**src/sv/dad_pkg.sv**
```systemverilog
`timescale 1ns / 1ps
// ----------------------------------------------------------------------------
// dad_pkg: shared types and constants for the date adder
// Beat structures, status and register codes, month length helper.
// ----------------------------------------------------------------------------
package dad_pkg;

    localparam int ADD_BITS  = 16;
    localparam int YEAR_BITS = 12;

    // width of the running day count (day plus days to add)
    localparam int DCNT_BITS = ADD_BITS + 1;

    // year / 25 by reciprocal: exact floor for any 12-bit year
    localparam int Y25_SHIFT      = 21;
    localparam int Y25_RECIP_BITS = 17;
    localparam logic [Y25_RECIP_BITS-1:0] Y25_RECIP =
        Y25_RECIP_BITS'((2 ** Y25_SHIFT + 24) / 25);
    localparam int Y25_Q_BITS = YEAR_BITS - 4;
    localparam int Y25_PROD_BITS = YEAR_BITS + Y25_RECIP_BITS;

    localparam logic [1:0] STATUS_OK      = 2'd0;
    localparam logic [1:0] STATUS_INVALID = 2'd1;
    localparam logic [1:0] STATUS_RANGE   = 2'd2;

    localparam logic [0:0] CFG_MIN_YEAR = 1'd0;
    localparam logic [0:0] CFG_MAX_YEAR = 1'd1;

    localparam logic [YEAR_BITS-1:0] MIN_YEAR_RST = YEAR_BITS'(1582);
    localparam logic [YEAR_BITS-1:0] MAX_YEAR_RST = YEAR_BITS'(2024);

    localparam logic [3:0] MONTH_JAN = 4'd1;
    localparam logic [3:0] MONTH_FEB = 4'd2;
    localparam logic [3:0] MONTH_DEC = 4'd12;

    typedef struct packed {
        logic [4:0]           start_day;
        logic [3:0]           start_month;
        logic [YEAR_BITS-1:0] start_year;
        logic [ADD_BITS-1:0]  days_to_add;
    } t_in;

    typedef struct packed {
        logic [4:0]           result_day;
        logic [3:0]           result_month;
        logic [YEAR_BITS-1:0] result_year;
        logic [1:0]           status;
    } t_out;

    // Gregorian month length; zero for a month code outside 1..12
    function automatic logic [4:0] month_len(input logic [3:0] month, input logic leap);
        logic [4:0] len;
        unique case (month)
            4'd4, 4'd6, 4'd9, 4'd11: len = 5'd30;
            MONTH_FEB:               len = leap ? 5'd29 : 5'd28;
            4'd1, 4'd3, 4'd5, 4'd7,
            4'd8, 4'd10, 4'd12:      len = 5'd31;
            default:                 len = 5'd0;
        endcase
        return len;
    endfunction

endpackage

```
**src/sv/date_add_days_top.sv**
```systemverilog
`timescale 1ns / 1ps
// ----------------------------------------------------------------------------
// date_add_days_top: Gregorian date plus a day count
// Checks the start date, then walks it forward one month per cycle.
// ----------------------------------------------------------------------------
// Run time: grows with each month stepped; the single month-step subtractor
//   walks the date one month at a time.
// Throughput: one item at a time; the next beat is taken once the result has
//   moved into the output register, even if that beat is not yet taken.
// Reset: synchronous, active low; clears the sequencer and output valid and
//   loads min_year 1582 and max_year 2024.
module date_add_days_top (
    input  logic                          i_clk,
    input  logic                          i_rst_n,
    // item channel
    input  logic                          i_in_valid,
    output logic                          o_in_stall,
    input  dad_pkg::t_in                  i_in_data,
    // result channel
    output logic                          o_out_valid,
    input  logic                          i_out_stall,
    output dad_pkg::t_out                 o_out_data,
    // register writes
    input  logic                          i_cfg_valid,
    output logic                          o_cfg_ready,
    input  logic [0:0]                    i_cfg_index,
    input  logic [dad_pkg::YEAR_BITS-1:0] i_cfg_data
);

    localparam int YB = dad_pkg::YEAR_BITS;
    localparam int DB = dad_pkg::DCNT_BITS;
    localparam int QB = dad_pkg::Y25_Q_BITS;

    // sequencer codes
    localparam logic [1:0] S_IDLE  = 2'd0;  // waiting for a beat
    localparam logic [1:0] S_CHECK = 2'd1;  // finish year mod 25, validate
    localparam logic [1:0] S_WALK  = 2'd2;  // one month per cycle
    localparam logic [1:0] S_DONE  = 2'd3;  // hand result to output reg

    logic [1:0]              r_state, n_state;
    logic [YB-1:0]           r_min_year, r_max_year;
    logic [4:0]              r_day;
    logic [3:0]              r_month, n_month;
    logic [YB-1:0]           r_year, n_year;
    logic [dad_pkg::ADD_BITS-1:0] r_add;
    logic [QB-1:0]           r_q25;
    logic [4:0]              r_y25, n_y25;
    logic [DB-1:0]           r_dcnt, n_dcnt;
    logic [1:0]              r_status, n_status;
    logic                    r_out_valid;
    dad_pkg::t_out           r_out;

    logic                    in_acc;
    logic                    out_free;
    logic [dad_pkg::Y25_PROD_BITS-1:0] q_prod;
    logic [YB-1:0]           q_times25;
    logic [YB-1:0]           rem_full;
    logic [4:0]              rem25;
    logic [4:0]              cur_y25;
    logic                    leap;
    logic [4:0]              mlen;
    logic                    date_ok;
    logic [YB:0]             year_inc;

    assign in_acc      = i_in_valid && !o_in_stall;
    assign o_in_stall  = (r_state != S_IDLE);
    assign o_cfg_ready = 1'b1;
    assign out_free    = !r_out_valid || !i_out_stall;

    // year / 25 via reciprocal multiply, registered before use
    assign q_prod = dad_pkg::Y25_PROD_BITS'(i_in_data.start_year) *
                    dad_pkg::Y25_PROD_BITS'(dad_pkg::Y25_RECIP);

    // remainder: year - 25q, 25q done as shifts and adds
    assign q_times25 = (YB'(r_q25) << 4) + (YB'(r_q25) << 3) + YB'(r_q25);
    assign rem_full  = r_year - q_times25;
    assign rem25     = rem_full[4:0];

    // in CHECK the fresh remainder is used, afterwards the running copy
    assign cur_y25 = (r_state == S_CHECK) ? rem25 : r_y25;

    // leap: div by 4 and not by 100, or div by 400 (100 = 4*25, 400 = 16*25)
    assign leap = (r_year[1:0] == 2'b00) && ((cur_y25 != 5'd0) || (r_year[3:0] == 4'b0000));
    assign mlen = dad_pkg::month_len(r_month, leap);

    assign date_ok = (r_year >= r_min_year) && (r_year <= r_max_year) &&
                     (r_day != 5'd0) && (r_day <= mlen);

    assign year_inc = {1'b0, r_year} + {{YB{1'b0}}, 1'b1};

    always_comb begin
        n_state  = r_state;
        n_month  = r_month;
        n_year   = r_year;
        n_y25    = r_y25;
        n_dcnt   = r_dcnt;
        n_status = r_status;
        unique case (r_state)
            S_IDLE: begin
                if (in_acc) begin
                    n_state = S_CHECK;
                end
            end
            S_CHECK: begin
                n_y25 = rem25;
                // month_len gives 0 for a bad month, so the day test fails too
                if (date_ok) begin
                    n_dcnt  = DB'(r_day) + DB'(r_add);
                    n_state = S_WALK;
                end else begin
                    n_status = dad_pkg::STATUS_INVALID;
                    n_state  = S_DONE;
                end
            end
            S_WALK: begin
                if (r_dcnt > DB'(mlen)) begin
                    n_dcnt = r_dcnt - DB'(mlen);
                    if (r_month == dad_pkg::MONTH_DEC) begin
                        n_month = dad_pkg::MONTH_JAN;
                        n_year  = year_inc[YB-1:0];
                        n_y25   = (r_y25 == 5'd24) ? 5'd0 : r_y25 + 5'd1;
                        if (year_inc > {1'b0, r_max_year}) begin
                            n_status = dad_pkg::STATUS_RANGE;
                            n_state  = S_DONE;
                        end
                    end else begin
                        n_month = r_month + 4'd1;
                    end
                end else begin
                    n_status = dad_pkg::STATUS_OK;
                    n_state  = S_DONE;
                end
            end
            S_DONE: begin
                if (out_free) begin
                    n_state = S_IDLE;
                end
            end
            default: begin
                n_state = S_IDLE;
            end
        endcase
    end

    // control
    always_ff @(posedge i_clk) begin
        if (!i_rst_n) begin
            r_state     <= S_IDLE;
            r_out_valid <= 1'b0;
            r_min_year  <= dad_pkg::MIN_YEAR_RST;
            r_max_year  <= dad_pkg::MAX_YEAR_RST;
        end else begin
            r_state <= n_state;
            if (r_state == S_DONE && out_free) begin
                r_out_valid <= 1'b1;
            end else if (!i_out_stall) begin
                r_out_valid <= 1'b0;
            end
            if (i_cfg_valid && o_cfg_ready) begin
                unique case (i_cfg_index)
                    dad_pkg::CFG_MIN_YEAR: r_min_year <= i_cfg_data;
                    dad_pkg::CFG_MAX_YEAR: r_max_year <= i_cfg_data;
                    default: ;
                endcase
            end
        end
    end

    // datapath
    always_ff @(posedge i_clk) begin
        if (in_acc) begin
            r_day   <= i_in_data.start_day;
            r_month <= i_in_data.start_month;
            r_year  <= i_in_data.start_year;
            r_add   <= i_in_data.days_to_add;
            r_q25   <= q_prod[dad_pkg::Y25_SHIFT +: QB];
        end else begin
            r_month <= n_month;
            r_year  <= n_year;
        end
        r_y25    <= n_y25;
        r_dcnt   <= n_dcnt;
        r_status <= n_status;
        if (r_state == S_DONE && out_free) begin
            r_out.status <= r_status;
            if (r_status == dad_pkg::STATUS_OK) begin
                r_out.result_day   <= r_dcnt[4:0];
                r_out.result_month <= r_month;
                r_out.result_year  <= r_year;
            end else begin
                r_out.result_day   <= '0;
                r_out.result_month <= '0;
                r_out.result_year  <= '0;
            end
        end
    end

    assign o_out_valid = r_out_valid;
    assign o_out_data  = r_out;

endmodule

```
**config.mk**
```make
export PLATFORM = sky130hd
export DESIGN_NAME = date_add_days_top
export DESIGN_NICKNAME = d
export VERILOG_FILES = /design/src/sv/dad_pkg.sv /design/src/sv/date_add_days_top.sv
export SDC_FILE = /design/constraint.sdc
export NUM_CORES = 1
export LEC_CHECK = 0
export CAP_MARGIN = 40
export CORE_ASPECT_RATIO = 1.4
export CORE_UTILIZATION = 51
export CTS_CLUSTER_SIZE = 20
export DETAILED_ROUTE_END_ITERATION = 7
export DONT_BUFFER_PORTS = 1
export GPL_TIMING_DRIVEN = 0
export PLACE_DENSITY = 0.63
export RECOVER_POWER = 100
export SLEW_MARGIN = 20
export SYNTH_ARGS = -nofsm -noshare
export SYNTH_HDL_FRONTEND = slang
export SYNTH_SLANG_ARGS = --single-unit
```
**constraint.sdc**
```tcl
create_clock -name i_clk -period 6.7 [get_ports i_clk]
set_input_delay 1.34 -clock i_clk [delete_from_list [all_inputs] [get_ports i_clk]]
set_output_delay 1.34 -clock i_clk [all_outputs]
set_load 0.005 [all_outputs]
```
==> reports/qor.yml, run 1 <==
run_status: "finished with violations"
violations: "capacitance limit, slew limit"
skew_ns: 0.00858
synth-edff-count: 89
floorplan.die.width_um: 120
hold_buffers: 0
timing.critical_path.cells: "fa_1 > inv_1 > fa_1 > fa_1 > fa_1 > fa_1 > inv_1 > ha_1 > and4_1 > a21oi_1 > o211ai_1 > o41a_1 > o21a_1 > a21oi_1 > xnor2_1"
worst_path_max_delay_cell: "fa_1"
groute.layer.met1.usage_pct: 26.5
drt-total-wl_um: 21700
ys.warnings.count: 0
maximum_clock_frequency_mhz: 176
global_placer_s_final_weighted_congestion: 0.872
crit_path_max_incr_delay_ns: 0.65
port_buffers: 0
cts_buffer_depth: 2
fill_cells: 1670
synthesis.nets: 1249
dominantRegCellSynth: "edfxtp_1"
seqCellArea_mm2: 0.00321
most-common-layout-cells: "inv_1, ha_1, edfxtp_1"
die_height_um: 167
layout_commonest_cell: "inv_1"
final_net_count: 1272
tritoncts.num_buffers: 17
clock_tree_from_tritoncts: "yes"
rows: 59
placement.cell_area_mm2: 0.0102
cp_max_fo: 6
vias_in_the_first_global_route: 7017
startpoint_of_the_worst_setup_timing_path: "i_in_data[25]"
maxSlewViolCount: 36
initial_standard_cell_utilization_of_the_core_pct: 52.6
viasPerCell: 5.40
design_area_mm2: 0.0108
grt_antenna_before_repair: 0
groute.layer.met2.usage_pct: 43.7
reg2reg_launch_point: "r_q25[0]"
postSynthRegisterBits: 116
critPathBufInv: 2
worst_ep_arrival_time_ns: 5.84
detail_route.drc_violations: 0
grt_first_pass_wirelength_um: 35700
design.die.area_mm2: 0.0200
syn_inst: 977
grt_use_total_pct: 23.3
worst_pin_slew_ns: 1.78
clock_sink_count: 116
timing_hold_violations_final: 0
rsz0062_at_grt: "false"
grt_start_max_net_pins: 36
min_period_over_period_pct: 84.8
r2r.worst_path.cells: 18
cellPowerDensity_mw_per_mm2: 454
synth_area_mm2: 0.00989
final.setup.tns_ns: 0
timing.final.setup_violations: 0
slew_headroom_pct: -18.4
drt_first_iter_violations: 362
worstHoldPathType: "reg -> reg"
cp_common_cell: "fa_1"
post_synth.cell_area_avg_um2: 10.1
core_area_mm2: 0.0188
wl_per_cell_um: 17.3
final.min_clock_period_ns: 5.68
drt_pre_antenna_iters: 5
worst_ir_drop_vdd_uv: 246
synth_sequential_area_ratio_pct: 32.5
worst_r2r_endpoint: "r_year[7]"
synth.lib_cells_used.distinct: 59
cts_setup_buffers: 0
synthArstFlopShare_pct: 0
crit_type: "in -> reg"
clock_latency_ns: 0.41
root_buffer_selected_by_cts: "clkbuf_16"
drv.max_cap_violation_count: 1
pin_count: 81
critPathLaunchType: "input port"
postCtsResizedCells: 0
endpoint_kind: "flop"
area_of_combinational_cells_with_multiple_inputs_mm2: 0.00598
dp_hpwl_um: 17700
worstSetupPathDepth: 15
htree_num_levels: 4
critical_path.top_delay_family: "adder cells"
insertedDiodeCount: 0
post_route_cells_drive_above_1_share_pct: 4.15
postRouteAntennaNets: 0
vias: 6782
power.static_leakage_nw: 4.82
worstPathRequired_ns: 6.86
reg2reg_setup_slack_ns: 1.18
grt.overflow.total: 0
worst_path_clk_slew_ns: 0.05
synthToLayoutAreaGrowth_pct: 9.17
grt_busiest_layer: "met2"
critPathCapture: "r_q25[2]"
gr-usage-met3_pct: 4.11
## logic make-up (layout without fill, tap and decap cells)
family,after synthesis,in the layout,synth area share (%)
mux,12,12,1.24
simple gates,244,244,11.9
xor+xnor,59,59,5.22
compound gates,144,144,9.35
flops,116,116,32.5
buf+inv,184,220,7.02
fa+ha+maj,217,217,32.8
other cells,1,1,0.0379
## cell type report
class | count | area share [%]
repair buffers | 4 | 0.139
plain buffers | 16 | 0.591
clock inverters | 10 | 1.22
multi-input cells | 677 | 55.3
inverters | 168 | 5.84
well taps | 244 | 2.83
flip-flops and latches | 116 | 29.7
clock buffers | 22 | 4.30
## layer usage
layer | routed length, µm | share of wire (%) | up-vias
met4 | 367 | 1.7 | 0
met5 | 0 | 0 | -
met3 | 859 | 4.0 | 29
met1 | 8720 | 40 | 3238
li1 | - | - | 3368
met2 | 11800 | 54 | 147
## metrics by stage
| stage | setup WS (ns) | total power, mW | util, % | instances | hold WS, ns |
|---|---|---|---|---|---|
| after global routing | 0.815 | 5.38 | 57.4 | 1257 | 0.497 |
| after global placement | 0.604 | 3.92 | 54.2 | 1221 | 0.453 |
| final | 1.02 | 4.91 | 57.4 | 1257 | 0.463 |
| after floorplan | 0.868 | 3.32 | - | 977 | 0.443 |
| after detailed placement | 0.552 | 4.00 | 54.4 | 1225 | 0.459 |
| after CTS | 0.975 | 4.96 | 57.6 | 1257 | 0.467 |
## worst reg2reg max path, cell delays in order, from the launching register on
cell	delay [ns]
edfxtp_1	0.47
ha_1	0.34
ha_1	0.27
inv_1	0.04
ha_1	0.31
a21oi_1	0.16
xnor2_1	0.15
xnor2_1	0.12
nor3_1	0.19
o22ai_1	0.12
a31o_2	0.29
ha_1	0.19
nand2b_1	0.16
a21oi_1	0.25
nor3_1	0.07
o311ai_0	0.71
nand2_2	0.25
o21ai_0	0.63
clkbuf_1	0.44
## registers in the layout (all words and copies together), names as in the netlist, 4 cells and up
name and flops:
o_out_data 23, r_dcnt 17, r_add 16, r_max_year 12
r_min_year 12, r_year 12, r_day 5, r_q25 5
r_y25 5, r_month 4
## where the power goes
part	leakage (nW)	switching (mW)	total (mW)	internal (mW)
sequential	1.06	0.184	1.28	1.09
clock	0.294	0.316	0.918	0.601
combinational	3.47	1.56	2.71	1.15
## Yosys cell counts, types with 4 or more instances
cell type    n  share of area, %
fa_1        70                14
o21ai_0     25               1.3
clkbuf_1    12              0.46
a21oi_1     42               2.1
ha_1       147                19
o31ai_1      4              0.30
nand2b_1     9              0.57
dfxtp_1     27               5.5
nor3_1      23               1.2
a21boi_0    15               1.1
a31oi_1      6              0.38
nor2_1      58               2.2
xnor2_1     36               3.2
edfxtp_1    89                27
nand3_1     20               1.0
xor2_1      23               2.0
and2_1      11              0.70
nand4_1     12              0.76
inv_1      166               6.3
nand2_1     75               2.8
nor2b_1     10              0.63
o211ai_1    17               1.3
a21o_1       7              0.53
mux2i_1     10               1.0
and3_1       5              0.32
o21a_1       5              0.38
## worst min-delay path by stage
stage / start / to / slack, ns / depth (start not counted)
finish: r_min_year[7] / r_min_year[7] / 0.46 / 2
global route: r_min_year[6] / r_min_year[6] / 0.50 / 2
CTS: r_min_year[6] / r_min_year[6] / 0.47 / 2
detailed placement: r_max_year[4] / r_max_year[4] / 0.46 / 2
global placement: r_min_year[6] / r_min_year[6] / 0.45 / 2
floorplan: r_max_year[11] / r_max_year[11] / 0.44 / 2
Power figures use the tool's default switching activity.
==> run 2, diff against run 1 <==
--- a/config.mk
+++ b/config.mk
@@ -5,6 +5,7 @@
 export SDC_FILE = /design/constraint.sdc
 export NUM_CORES = 1
 export LEC_CHECK = 0
+export ABC_AREA = 1
 export CAP_MARGIN = 40
 export CORE_ASPECT_RATIO = 1.4
 export CORE_UTILIZATION = 51
@@ -12,7 +13,7 @@
 export DETAILED_ROUTE_END_ITERATION = 7
 export DONT_BUFFER_PORTS = 1
 export GPL_TIMING_DRIVEN = 0
-export PLACE_DENSITY = 0.63
+export PLACE_DENSITY = 0.66
 export RECOVER_POWER = 100
 export SLEW_MARGIN = 20
 export SYNTH_ARGS = -nofsm -noshare
==> constraint.sdc (replaced) <==
create_clock -name i_clk -period 4.95 [get_ports i_clk]
set_input_delay 0.99 -clock i_clk [delete_from_list [all_inputs] [get_ports i_clk]]
set_output_delay 0.99 -clock i_clk [all_outputs]
set_load 0.005 [all_outputs]
==> run 2 against run 1 <==
  * The flow now finishes without violations
  * Core utilization shrank 0.37 points
  * Count of clock-buffer cells in the layout decreased by 3
  * Synthesized cell count is 24% higher
  * Global-route usage grew 1.6 points
  * Worst setup slack got worse by 0.82 ns
  * First-iteration DRC count increased by 15%
==> reports/qor.yml, run 2 <==
run_status: "completed"
yosys.area.top_type_share_pct: 25.4  # -1.6 points
cts_buffer_depth: 2  # unchanged
post_route_cells_drive_above_1_share_pct: 5.37  # +1.2 points
die_height_um: 172  # +3.1%
drt-total-wl_um: 24700  # +13%
timing.critical_path.cells: "fa_2 > inv_1 > fa_1 > fa_1 > inv_1 > fa_1 > inv_1 > fa_1 > inv_1 > ha_1 > a21oi_1 > o21a_1 > nor2_1 > nor2_2 > nand3_2 > nand2_1 > nand3_1 > xor2_1"
most-common-layout-cells: "inv_1, nand2_1, ha_1"
min_period_over_period_pct: 95.9
most_frequent_cell_after_synthesis: "inv_1"
viasPerCell: 5.26  # -2.4%
grt_start_max_net_pins: 21  # -42%
vias_in_the_first_global_route: 8151  # +16%
grt_antenna_before_repair: 0  # unchanged
synth_area_mm2: 0.0105  # +6.3%
post_synth.cell_area_avg_um2: 8.68  # -14%
worst_path_clk_slew_ns: 0.06  # about the same
synth.lib_cells_used.distinct: 46  # -22%
port_buffers: 0  # unchanged
design.die.area_mm2: 0.0212  # +6.2%
crit_path_max_incr_delay_ns: 0.62  # -0.03 ns
critPathBufInv: 4  # +2
largest_register_ffs: 23  # unchanged
synthesis.nets: 1484  # +19%
grt_first_pass_wirelength_um: 39600  # +11%
synthToLayoutAreaGrowth_pct: 8.76
dp_slack_ns: -0.414  # -0.966 ns
maximum_clock_frequency_mhz: 211
skew_ns: 0.00778  # -0.000806 ns
core_area_mm2: 0.0201  # +6.6%
placement.cell_area_mm2: 0.0109  # +6.6%
global_placer_s_final_weighted_congestion: 0.892  # +2.2%
floorplan.die.width_um: 123  # +3.1%
synth.area.top_cells: "edfxtp_1, ha_1, fa_1, inv_1, nand2_1"
netlist_top_cells_count: "inv_1, nand2_1, ha_1"
clock_latency_ns: 0.42  # about the same
rsz0062_at_grt: "false"
design_area_mm2: 0.0114  # +5.9%
detail_route.drc_violations: 0  # unchanged
dp_hpwl_um: 20300  # +15%
initial_standard_cell_utilization_of_the_core_pct: 52.4  # -0.15 points
timing_hold_violations_final: 0  # unchanged
tritoncts.num_buffers: 17  # unchanged
crit_type: "in -> reg"
clock_sink_count: 116  # unchanged
ys.warnings.count: 0  # unchanged
final.min_clock_period_ns: 4.75
synthArstFlopShare_pct: 0  # unchanged
worst_path_max_delay_cell: "fa_2"
worst_ir_drop_vdd_uv: 336  # +36%
cp_max_fo: 5  # -1
worstHoldPathType: "reg -> reg"
worst_ep_arrival_time_ns: 4.91  # -0.93 ns
root_buffer_selected_by_cts: "clkbuf_16"
postRouteAntennaNets: 0  # unchanged
pin_count: 81  # unchanged
drt_first_iter_violations: 418  # +15%
rows: 61  # +3.4%
vias: 7890  # +16%
insertedDiodeCount: 0  # unchanged
synth-edff-count: 89  # unchanged
final.setup.tns_ns: 0  # unchanged
postSynthRegisterBits: 116  # unchanged
critPathLaunchType: "input port"
cts_setup_buffers: 0  # unchanged
dominantRegCellSynth: "edfxtp_1"
fin_ws_ns: 0.202  # -0.817 ns
worstPathRequired_ns: 5.11  # -1.75 ns
post_synth_top_area_cell: "edfxtp_1"
drt_pre_antenna_iters: 5  # unchanged
maxSlewViolCount: 0  # -100%
grt_use_total_pct: 24.8  # +1.6 points
final_net_count: 1506  # +18%
wl_per_cell_um: 16.5  # -4.9%
worst_pin_slew_ns: 1.18  # -0.596 ns
drv.max_cap_violation_count: 0  # -1
cellPowerDensity_mw_per_mm2: 634  # +40%
layout_commonest_cell: "inv_1"
grt.overflow.total: 0  # unchanged
endpoint_kind: "flop"
critical_path.top_delay_family: "adder cells"
power.static_leakage_nw: 5.60  # +16%
htree_num_levels: 4  # unchanged
timing.final.setup_violations: 0  # unchanged
syn_inst: 1212  # +24%
slew_headroom_pct: 21.3  # +40 points
clock_tree_from_tritoncts: "yes"
synth_sequential_area_ratio_pct: 30.5  # -1.9 points
==> run 2: changes by cell type after synthesis, moves of 7 or more <==
cell / previous run / this run
inv_1: 166 / 255
a21boi_0: 15 / 1
mux2i_1: 10 / 0
nand2_2: 1 / 8
nand2_1: 75 / 214
nand2b_1: 9 / 0
xnor2_1: 36 / 10
nor2_1: 58 / 94
a21oi_1: 42 / 53
nor2b_1: 10 / 0
nor3_1: 23 / 8
nand3_1: 20 / 43
o21ai_0: 25 / 51
and2_1: 11 / 1
==> run 2: metrics by stage <==
stage                     hold WS, ns  std cells  total power, mW  utilization (%)
after detailed placement        0.440       1467             6.05             54.4
after floorplan                 0.417       1212             4.98                -
after global routing            0.468       1499             8.02             57.0
final                           0.464       1499             7.26             57.0
after global placement          0.427       1464             5.92             54.0
after CTS                       0.464       1499             7.36             57.4
==> run 2: power breakdown <==
group	total (mW)	leakage (nW)	internal, mW	switching [mW]
Sequential	1.73	1.06	1.51	0.216
Combinational	4.27	4.25	1.59	2.68
Clock	1.27	0.294	0.814	0.453
Total	7.26	5.60	3.91	3.35
==> run 2: final timing paths <==
check | from | end | slack [ns] | cells past startpoint
hold reg to reg | r_status[0] | o_out_data[0] | 0.46 | 0
hold / removal | r_status[0] | o_out_data[0] | 0.46 | 0
setup / recovery | i_in_data[27] | r_q25[4] | 0.20 | 18
setup reg to reg | r_year[1] | r_year[8] | 0.43 | 19
==> run 2: kinds of logic (layout without fill, tap and decap cells) <==
| logic type | after synthesis | count (layout) | share of synthesized area [%] |
|---|---|---|---|
| flip-flops | 116 | 116 | 30.5 |
| other | 1 | 1 | 0.0356 |
| AND/OR/NAND/NOR | 411 | 411 | 17.1 |
| adder cells (fa/ha/maj) | 217 | 217 | 30.8 |
| AO/OA/AOI/OAI | 152 | 152 | 8.36 |
| XOR/XNOR | 39 | 39 | 3.25 |
| buffers and inverters | 276 | 311 | 9.91 |
==> run 2: layout make-up <==
type	count	area, µm²
tap	252	315
timing repair buffer	3	12.5
fill	1811	8630
buffer	15	60.1
sequential	116	3210
clock inverter	13	158
multi-input combinational	820	6250
inverter	261	980
clock buffer	19	453
==> run 2: metal layers <==
| layer | track usage, % | up-vias | part of all wire, % |
|---|---|---|---|
| li1 | - | 3961 | - |
| met1 | 27.5 | 3701 | 40 |
| met2 | 47.0 | 192 | 53 |
| met3 | 3.96 | 36 | 4.1 |
| met4 | 8.70 | 0 | 2.4 |
| met5 | 0 | - | 0 |
==> run 2: repair_timing <==
action                     in CTS  in global routing
gates resized for setup         0                  4
setup endpoints to repair       0                  2
hold buffers                    0                  0
